$ cat src/qbd_pkg.sv
`default_nettype none
// ----------------------------------------------------------------------------
// qbd_pkg
// shared constants, types and helpers of the quantized box delta decoder
// ----------------------------------------------------------------------------
package qbd_pkg;

  localparam int NUM_STAGES = 8;
  localparam int ADDR_W     = 6;
  localparam int DATA_W     = 64;

  localparam logic signed [17:0] LOG2E_Q16 = 18'sd94548;

  typedef logic [NUM_STAGES-1:0] stage_en_t;

  typedef enum logic [2:0] {
    REG_BOX_GAIN     = 3'd0,
    REG_DELTA_GAINS  = 3'd1,
    REG_SIZE_CLIP    = 3'd2,
    REG_IMAGE_LIMITS = 3'd3,
    REG_OUT_GAIN     = 3'd4,
    REG_ZERO_POINTS  = 3'd5,
    REG_CORRECTED    = 3'd6,
    REG_UNUSED       = 3'd7
  } reg_idx_t;

  function automatic logic signed [31:0] sat32(input logic signed [63:0] v);
    if (v > 64'sd2147483647) begin
      return 32'sh7fffffff;
    end else if (v < -64'sd2147483648) begin
      return 32'sh80000000;
    end
    return v[31:0];
  endfunction

  // 2^(i/16) in q16.16
  function automatic logic [17:0] pow2_lut(input logic [4:0] idx);
    logic [17:0] r;
    case (idx)
      5'd0:    r = 18'd65536;
      5'd1:    r = 18'd68438;
      5'd2:    r = 18'd71468;
      5'd3:    r = 18'd74632;
      5'd4:    r = 18'd77936;
      5'd5:    r = 18'd81386;
      5'd6:    r = 18'd84990;
      5'd7:    r = 18'd88752;
      5'd8:    r = 18'd92682;
      5'd9:    r = 18'd96785;
      5'd10:   r = 18'd101070;
      5'd11:   r = 18'd105545;
      5'd12:   r = 18'd110218;
      5'd13:   r = 18'd115098;
      5'd14:   r = 18'd120194;
      5'd15:   r = 18'd125515;
      default: r = 18'd131072;
    endcase
    return r;
  endfunction

endpackage
`default_nettype wire

$ cat src/qbd_dequant.sv
`default_nettype none
// ----------------------------------------------------------------------------
// qbd_dequant
// one lane: dequantizes a corner to q16.16 and a delta to scaled q16.16
// ----------------------------------------------------------------------------
module qbd_dequant import qbd_pkg::*; (
  input  wire logic               clk,
  input  wire logic               en,
  input  wire logic [15:0]        corner,
  input  wire logic [7:0]         delta,
  input  wire logic [15:0]        box_zero,
  input  wire logic [7:0]         delta_zero,
  input  wire logic [23:0]        box_gain,
  input  wire logic [15:0]        delta_gain,
  output logic signed [31:0]      corner_q,
  output logic signed [29:0]      delta_q
);

  logic signed [16:0] corner_off;
  logic signed [41:0] corner_prod;
  logic signed [8:0]  delta_off;
  logic signed [25:0] delta_prod;

  assign corner_off  = $signed({1'b0, corner}) - $signed({1'b0, box_zero});
  assign corner_prod = 42'(corner_off) * 42'($signed({1'b0, box_gain}));
  assign delta_off   = $signed({1'b0, delta}) - $signed({1'b0, delta_zero});
  assign delta_prod  = 26'(delta_off) * 26'($signed({1'b0, delta_gain}));

  always_ff @(posedge clk) begin
    if (en) begin
      corner_q <= sat32(64'(corner_prod));
      delta_q  <= 30'(delta_prod) <<< 4;
    end
  end

endmodule
`default_nettype wire

$ cat config.mk
export PLATFORM = sky130hd
export DESIGN_NAME = qbd_dequant
export DESIGN_NICKNAME = d
export VERILOG_FILES = /design/src/qbd_pkg.sv /design/src/qbd_dequant.sv
export SDC_FILE = /design/constraint.sdc
export NUM_CORES = 1
export LEC_CHECK = 0
export BUFFER_PORTS_ARGS = -buffer_cell sky130_fd_sc_hd__buf_4
export CAP_MARGIN = 20
export CORE_UTILIZATION = 50
export CTS_CLUSTER_SIZE = 24
export DETAILED_ROUTE_END_ITERATION = 7
export PLACE_DENSITY = 0.78
export SKIP_CTS_REPAIR_TIMING = 1
export SLEW_MARGIN = 15
export SYNTH_ARGS = -nofsm -noshare
export SYNTH_HDL_FRONTEND = slang
export SYNTH_SLANG_ARGS = --single-unit
export TNS_END_PERCENT = 20
$ cat constraint.sdc
create_clock -name clk -period 27.1 [get_ports clk]
set_clock_uncertainty 0.15 [all_clocks]
set_input_delay 4.065 -clock clk [delete_from_list [all_inputs] [get_ports clk]]
set_output_delay 4.065 -clock clk [all_outputs]
set_load 0.1 [all_outputs]
==> flow_metrics.env <==
export IMPL_status="completed"
export IMPL_fin_crit_sh_pct=52.0
export IMPL_tightest_slew_ns=0.943
export IMPL_area_growth_pct=8.07
export IMPL_fin_hold_ws_ns=3.94
export IMPL_yosysWarnings=0
export IMPL_numCtsBuffers=9
export IMPL_drc=0
export IMPL_endpoint_kind="register"
export IMPL_ant_nets=0
export IMPL_drive_gt1_share_pct=8.74
export IMPL_gr_usage_all_layers_pct=26.7
export IMPL_vias=18300
export IMPL_syn_cell_area_mm2=0.0227
export IMPL_clockBufferDepth=2
export IMPL_netlist_instances=2594
export IMPL_crit_path_start_kind="input port"
export IMPL_hp_start="delta_gain[0]"
export IMPL_cts_htree_levels=3
export IMPL_globalplace_congestion=0.943
export IMPL_drt_initial_drc_count=1644
export IMPL_routed_wirelength_um=60000
export IMPL_grt_overflow=0
export IMPL_ys_flop_type="edfxtp_1"
export IMPL_path_clk_slew_ns=0.05
export IMPL_synth_seq_cells=58
export IMPL_grt_pass1_wl_um=99100
export IMPL_cts_sink_count=58
export IMPL_portBuffers=147
export IMPL_vias_per_cell=5.65
export IMPL_grt_max_degree=59
export IMPL_synth_distinct_cells=71
export IMPL_dieArea_mm2=0.0462
export IMPL_fmax_ghz=0.0710
export IMPL_crit_fanout=26
export IMPL_cts_tree="built"
export IMPL_hold_depth=2
export IMPL_diodes=0
export IMPL_layout_common_cells="inv_1, fa_1, nand2_1"
export IMPL_antenna_found_initial=1
export IMPL_ioPinCount=152
export IMPL_fillers=3939
export IMPL_synth_avg_cell_area_um2=8.75
export IMPL_cp_slowest_cell="or2_2"
export IMPL_chipWidth_um=215
export IMPL_synthArstFlopShare_pct=0
export IMPL_grt_pass1_vias=19300
export IMPL_tns_ns=0
export IMPL_seq_area_mm2=0.00174
export IMPL_hp_class="input port to register"
export IMPL_rows=77
export IMPL_cts_root_buf="clkbuf_16"
export IMPL_synth_edf_count=58
export IMPL_wl_per_cell_um=18.6
export IMPL_final_common_cell="inv_1"
export IMPL_setup_viol=0
export IMPL_multiInputGateArea_mm2=0.0182
export IMPL_hold_viol_final=0
export IMPL_worstSetupPathType="input port to register"
export IMPL_slew_limit_headroom_pct=37.1
export IMPL_max_cap_viol_count=0
export IMPL_fin_util_pct=55.1
export IMPL_rsz0062_at_grt="no"
export IMPL_required_ns=27.09
export IMPL_nets=3393
export IMPL_cp_slowest_stage_delay_ns=0.64
export IMPL_drtPass1Iterations=5
export IMPL_seq_area_frac_synth_pct=7.68
export IMPL_worstPathArrival_ns=14.08
export IMPL_fin_crit_ns=14.09
export IMPL_die_y_um=215
export IMPL_dp_hpwl_um=49000
export IMPL_drv_slew=0
export IMPL_core_mm2=0.0445
export IMPL_start_util_pct=51.0
export IMPL_hold_end="delta_q[4]$_DFFE_PP_"
export IMPL_crit_top_cell="fa_1"
final cells by class:
class | count | area share (%)
clock buffer | 9 | 0.918
clock inverter | 7 | 0.342
inverter | 589 | 9.02
multi-input combinational | 1802 | 74.1
sequential | 58 | 7.10
tap | 592 | 3.02
timing repair buffer | 177 | 5.50
metal layers:
metal	global-route usage (%)	vias to the layer above	routed length, µm
met4	9.79	0	2230
met3	4.03	185	5600
li1	-	8094	-
met5	0	-	0
met2	45.4	943	28700
met1	34.7	9060	23500
worst max path at each step:
stage | from | cells after the start | end
final | box_zero[1] | 34 | corner_q[23]$_DFFE_PP_
after global routing | box_zero[1] | 34 | corner_q[23]$_DFFE_PP_
after CTS | box_zero[1] | 33 | corner_q[23]$_DFFE_PP_
after detailed placement | box_zero[1] | 33 | corner_q[23]$_DFFE_PP_
after global placement | corner[1] | 32 | corner_q[23]$_DFFE_PP_
after floorplan | box_zero[1] | 36 | corner_q[23]$_DFFE_PP_
sequential cells by signal, indices dropped and copies added (netlist names):
| name | flops |
|---|---|
| delta_q | 26 |
| corner_q | 32 |
Yosys cell counts (24+ instances only):
| cell type | number | area [µm²] |
|---|---|---|
| o211ai_1 | 37 | 278 |
| ha_1 | 236 | 2950 |
| nand2_1 | 305 | 1140 |
| xnor2_1 | 43 | 377 |
| edfxtp_1 | 58 | 1740 |
| and2_1 | 145 | 907 |
| nor2_1 | 85 | 319 |
| a311oi_1 | 24 | 210 |
| nor2b_1 | 41 | 257 |
| o21ai_0 | 27 | 135 |
| a21o_1 | 29 | 218 |
| nand2b_1 | 40 | 250 |
| inv_1 | 589 | 2210 |
| clkbuf_1 | 126 | 473 |
| a21oi_1 | 53 | 265 |
| nand3_1 | 60 | 300 |
| fa_1 | 430 | 8610 |
critical path, delay by kind of cell:
kind	cells	cell delay, ns
fa+ha+maj	8	3.50
compound gates	13	3.43
simple gates	7	2.48
buf+inv	6	0.58
cell families (layout without fill, tap and decap cells):
group | Yosys count | after routing | synth area share (%)
AOI/OAI and AO/OA | 283 | 283 | 9.11
and+or+nand+nor | 785 | 785 | 17.3
DFF | 58 | 58 | 7.68
buffers and inverters | 737 | 782 | 12.5
other | 1 | 4 | 0.0165
xor gates and xnor gates | 64 | 64 | 2.47
adders and majority gates | 666 | 666 | 50.9
through the flow:
step                      worst slack, ns  instances  instance area [µm²]
after global routing                12.54       3234                24500
final                               13.01       3234                24500
after CTS                           12.87       3233                24500
after floorplan                     14.60       2597                22700
after detailed placement            12.59       3217                24200
after global placement              12.92       3217                24200
Power is left out: the tool's default activity adds up to more than one toggle a clock period on the data nets, which glitch-free logic cannot reach.
