File: src/qbd_pkg.sv
`default_nettype none
// ----------------------------------------------------------------------------
// qbd_pkg
// shared constants, types and helpers of the quantized box delta decoder
// ----------------------------------------------------------------------------
package qbd_pkg;

  localparam int NUM_STAGES = 8;
  localparam int ADDR_W     = 6;
  localparam int DATA_W     = 64;

  localparam logic signed [17:0] LOG2E_Q16 = 18'sd94548;

  typedef logic [NUM_STAGES-1:0] stage_en_t;

  typedef enum logic [2:0] {
    REG_BOX_GAIN     = 3'd0,
    REG_DELTA_GAINS  = 3'd1,
    REG_SIZE_CLIP    = 3'd2,
    REG_IMAGE_LIMITS = 3'd3,
    REG_OUT_GAIN     = 3'd4,
    REG_ZERO_POINTS  = 3'd5,
    REG_CORRECTED    = 3'd6,
    REG_UNUSED       = 3'd7
  } reg_idx_t;

  function automatic logic signed [31:0] sat32(input logic signed [63:0] v);
    if (v > 64'sd2147483647) begin
      return 32'sh7fffffff;
    end else if (v < -64'sd2147483648) begin
      return 32'sh80000000;
    end
    return v[31:0];
  endfunction

  // 2^(i/16) in q16.16
  function automatic logic [17:0] pow2_lut(input logic [4:0] idx);
    logic [17:0] r;
    case (idx)
      5'd0:    r = 18'd65536;
      5'd1:    r = 18'd68438;
      5'd2:    r = 18'd71468;
      5'd3:    r = 18'd74632;
      5'd4:    r = 18'd77936;
      5'd5:    r = 18'd81386;
      5'd6:    r = 18'd84990;
      5'd7:    r = 18'd88752;
      5'd8:    r = 18'd92682;
      5'd9:    r = 18'd96785;
      5'd10:   r = 18'd101070;
      5'd11:   r = 18'd105545;
      5'd12:   r = 18'd110218;
      5'd13:   r = 18'd115098;
      5'd14:   r = 18'd120194;
      5'd15:   r = 18'd125515;
      default: r = 18'd131072;
    endcase
    return r;
  endfunction

endpackage
`default_nettype wire

File: src/qbd_quant.sv
`default_nettype none
// ----------------------------------------------------------------------------
// qbd_quant
// one output lane: scale, round half away, add zero point, saturate
// ----------------------------------------------------------------------------
module qbd_quant import qbd_pkg::*; (
  input  wire logic        clk,
  input  wire stage_en_t   en,
  input  wire logic [31:0] coord,
  input  wire logic [23:0] out_gain,
  input  wire logic [15:0] out_zero,
  output logic [15:0]      q
);

  logic [55:0] prod;
  logic [24:0] rounded;
  logic [25:0] biased;

  assign rounded = 25'((prod + 56'h0000_0080_000000) >> 32);
  assign biased  = 26'(rounded) + 26'(out_zero);

  always_ff @(posedge clk) begin
    if (en[6]) begin
      prod <= 56'(coord) * 56'(out_gain);
    end
    if (en[7]) begin
      q <= (biased > 26'd65535) ? 16'hffff : biased[15:0];
    end
  end

endmodule
`default_nettype wire

File: config.mk
export PLATFORM = sky130hd
export DESIGN_NAME = qbd_quant
export DESIGN_NICKNAME = d
export VERILOG_FILES = /design/src/qbd_pkg.sv /design/src/qbd_quant.sv
export SDC_FILE = /design/constraint.sdc
export NUM_CORES = 2
export LEC_CHECK = 0
export BUFFER_PORTS_ARGS = -buffer_cell sky130_fd_sc_hd__buf_4
export CORE_MARGIN = 3
export CORE_UTILIZATION = 60
export CTS_BUF_LIST = sky130_fd_sc_hd__clkbuf_8 sky130_fd_sc_hd__clkbuf_16
export CTS_CLUSTER_SIZE = 30
export DETAILED_ROUTE_END_ITERATION = 10
export GPL_ROUTABILITY_DRIVEN = 0
export PLACE_DENSITY = 0.78
export SLEW_MARGIN = 20
export SYNTH_ARGS = -nofsm -noshare
export SYNTH_HDL_FRONTEND = slang
export SYNTH_SLANG_ARGS = --single-unit
export TNS_END_PERCENT = 50
File: constraint.sdc
create_clock -name clk -period 14 [get_ports clk]
set_input_delay 0.7 -clock clk [delete_from_list [all_inputs] [get_ports clk]]
set_output_delay 0.7 -clock clk [all_outputs]
set_load 0.005 [all_outputs]
==> results by group <==
Run status
  • Outcome: finished clean

Job
  • Maxcap violations: 0

Timing
  • Worst Max-Slew Pin Slew: 0.8829 ns
  • Crit share post-route: 55.41%
  • WHS: 0.7870 ns
  • Setup violations, final: 0
  • Final Hold Fails: 0
  • Final Max Slew Viols: 0
  • Rel. slew slack: 41.14%
  • TNS Setup: 0 ns
  • RSZ-0062 raised after global routing: no
  • Maximum clock frequency: 0.1289 GHz
  • Clk_skew: 0.004290 ns
  • Crit path time final: 7.757 ns

Drt
  • Routed Antenna Nets: 0
  • DR vias/cell: 5.772
  • Drt pass-1 iters: 5
  • DRT Wirelength: 70.45 mm
  • Residual DRC: 0
  • Vias: 20040
  • Starting DRT DRC Count: 1424
  • Wire per inst: 20.29 µm

Setup path
  • CP max FO: 32
  • Worst R2R Start: prod[32]
  • Crit start category: primary input
  • Setup crit end kind: flip-flop
  • WP data required: 14.03 ns
  • Worst R2R End: q[4]
  • Arr. time, crit path: 7.78 ns
  • Crit path kind: in2reg
  • Cell count of the worst reg-to-reg path: 12
  • R2R Setup Slk: 9.46 ns

Worst hold path
  • Hold depth: 1
  • Worst hold path type: in2reg
  • Hold EP: q[15]
  • Min-Delay Startpoint: en[7]

CTS
  • CTS tree: done
  • TritonCTS buffer count: 5
  • Clock Latency Late Sink: 0.28 ns
  • Htree depth: 2
  • Setup Fix Bufs, Post-CTS: 0
  • Root buffer cell: clkbuf_16
  • CTS Hold Bufs: 0
  • Clock buffer depth: 2
  • Clock tree sinks: 41
  • CTS resizes: 0
  • Worst-path clk slew: 0.06 ns

Final layout
  • Fillers: 3546
  • Diodes inserted: 0
  • Final net count: 3820
  • Layout area overhead: 3.761%
  • Share of layout cells above drive strength 1: 3.776%

Global routing
  • First-pass GRT wire length: 115.9 mm
  • GRT Total Usage: 31.36%
  • Initial antenna violation count: 1
  • Grt met1 use: 41.12%
  • Vias in the first global route: 22520
  • GRT overflow: 0
  • Most used routing layer: met2
  • M3 GR Usage: 7.684%
  • Pin count of the biggest net entering global routing: 33
  • Met2 usage: 51.57%

Synthesis
  • Post-Syn Nets: 3870
  • Async set or reset register ratio after synthesis: 0%
  • Avg Inst Size Synth: 9.043 µm²
  • EDFF count, synth: 41
  • Synthesized cell area: 26550 µm²
  • Synth Register Bits: 41
  • Post-Synthesis Cells: 2936
  • Synth Flop Type: edfxtp_1
  • Sequential share of the synthesized area: 4.637%
  • Synth cell types: 56
  • Ys Warns: 0

Floorplanning
  • Core footprint: 43360 µm²
  • Height of the die: 216.4 µm
  • Starting Density: 61.23%
  • Row cnt: 76
  • Die Span X: 216.4 µm
  • Die ar.: 46810 µm²
  • Ports: 97

Placement
  • DP Wirelength: 51.87 mm
  • # port buffers: 90
-- layout by cell type, fill, tap and decap left out, types with 11 or more instances in the layout --
cell and instances:
nand4_1 21, o21ai_0 35, nor2_1 25, and2_1 386, ha_1 195, fa_1 658, nand3_1 18, edfxtp_1 41
buf_4 90, a21o_1 19, nor2b_1 11, xnor2_1 39, nand2_1 427, inv_1 716, a31oi_1 11, a21oi_1 58
xor2_1 20
-- registers in the layout, indices dropped and copies added, names as in the netlist --
name,cells
prod,25
q,16
-- cell usage after synthesis (all sizes together), types with 7 or more instances --
library cell | count | area (µm²)
a21o | 19 | 142.6
nand2b | 10 | 62.56
edfxtp | 41 | 1231
and3 | 8 | 50.05
nor2b | 11 | 68.82
ha | 195 | 2440
nor2 | 25 | 93.84
a31oi | 11 | 68.82
fa | 658 | 13170
xor2 | 20 | 175.2
o21ai | 35 | 175.2
inv | 716 | 2688
and2 | 386 | 2415
nand2 | 428 | 1609
o21bai | 8 | 60.06
a21oi | 58 | 290.3
nand4 | 21 | 131.4
clkbuf | 146 | 548.0
and4 | 7 | 66.31
nor3 | 8 | 40.04
xnor2 | 39 | 341.6
nand3 | 18 | 90.09
-- cell type report --
| class | count | area, µm² | area share (%) |
|---|---|---|---|
| inverter | 716 | 2688 | 9.756 |
| sequential | 41 | 1231 | 4.469 |
| tap | 585 | 732.0 | 2.657 |
| multi-input combinational | 2032 | 22070 | 80.12 |
| clock buffer | 5 | 125.1 | 0.4542 |
| timing repair buffer | 90 | 675.6 | 2.453 |
| clock inverter | 3 | 25.02 | 0.09083 |
-- critical path: stages --
cell,delay (ns)
buf_4,0.48
nand2_1,0.19
fa_1,0.54
fa_1,0.55
inv_1,0.06
fa_1,0.49
fa_1,0.60
fa_1,0.47
fa_1,0.51
inv_1,0.05
fa_1,0.47
inv_1,0.08
ha_1,0.32
nand3_1,0.13
nor4_1,0.72
a21oi_1,0.19
o21a_1,0.28
o31ai_1,0.59
a21oi_1,0.17
xnor2_1,0.17
-- kinds of logic (layout without fill, tap and decap cells) --
kind of cell	after synthesis	count (layout)	synth area share (%)
AO/OA/AOI/OAI	179	179	4.364
XOR/XNOR	59	59	1.946
adder cells (fa/ha/maj)	853	853	58.80
buffers and inverters	863	814	12.23
flip-flops	41	41	4.637
multiplexers	4	4	0.1696
AND/OR/NAND/NOR	937	937	17.85
-- per-layer routing --
metal | share of wire [%] | vias up
met5 | 0 | -
met4 | 4.2 | 0
met3 | 11 | 265
met2 | 47 | 1188
met1 | 37 | 10110
li1 | - | 8474
-- worst max-delay path by stage --
stage,from,depth (start not counted),slack (ns),to
after CTS,out_gain[3],23,6.34,prod[47]
final,out_gain[9],20,6.24,prod[48]
after global routing,out_gain[3],22,5.97,prod[48]
after global placement,out_gain[3],23,6.15,prod[47]
after detailed placement,out_gain[3],22,6.08,prod[45]
after floorplan,out_gain[3],22,7.03,prod[45]
-- through the flow --
stage / worst slack, ns / util [%] / cell area (µm²) / instances
detailed placement: 6.079 / 63.19 / 27400 / 3464
global placement: 6.150 / 63.19 / 27400 / 3464
global route: 5.970 / 63.53 / 27550 / 3472
floorplan: 7.027 / - / 26550 / 2936
CTS: 6.344 / 63.53 / 27550 / 3472
finish: 6.243 / 63.53 / 27550 / 3472
Power is not shown: default switching activity piles up to over one toggle a cycle in this logic, so the estimate is an artifact.
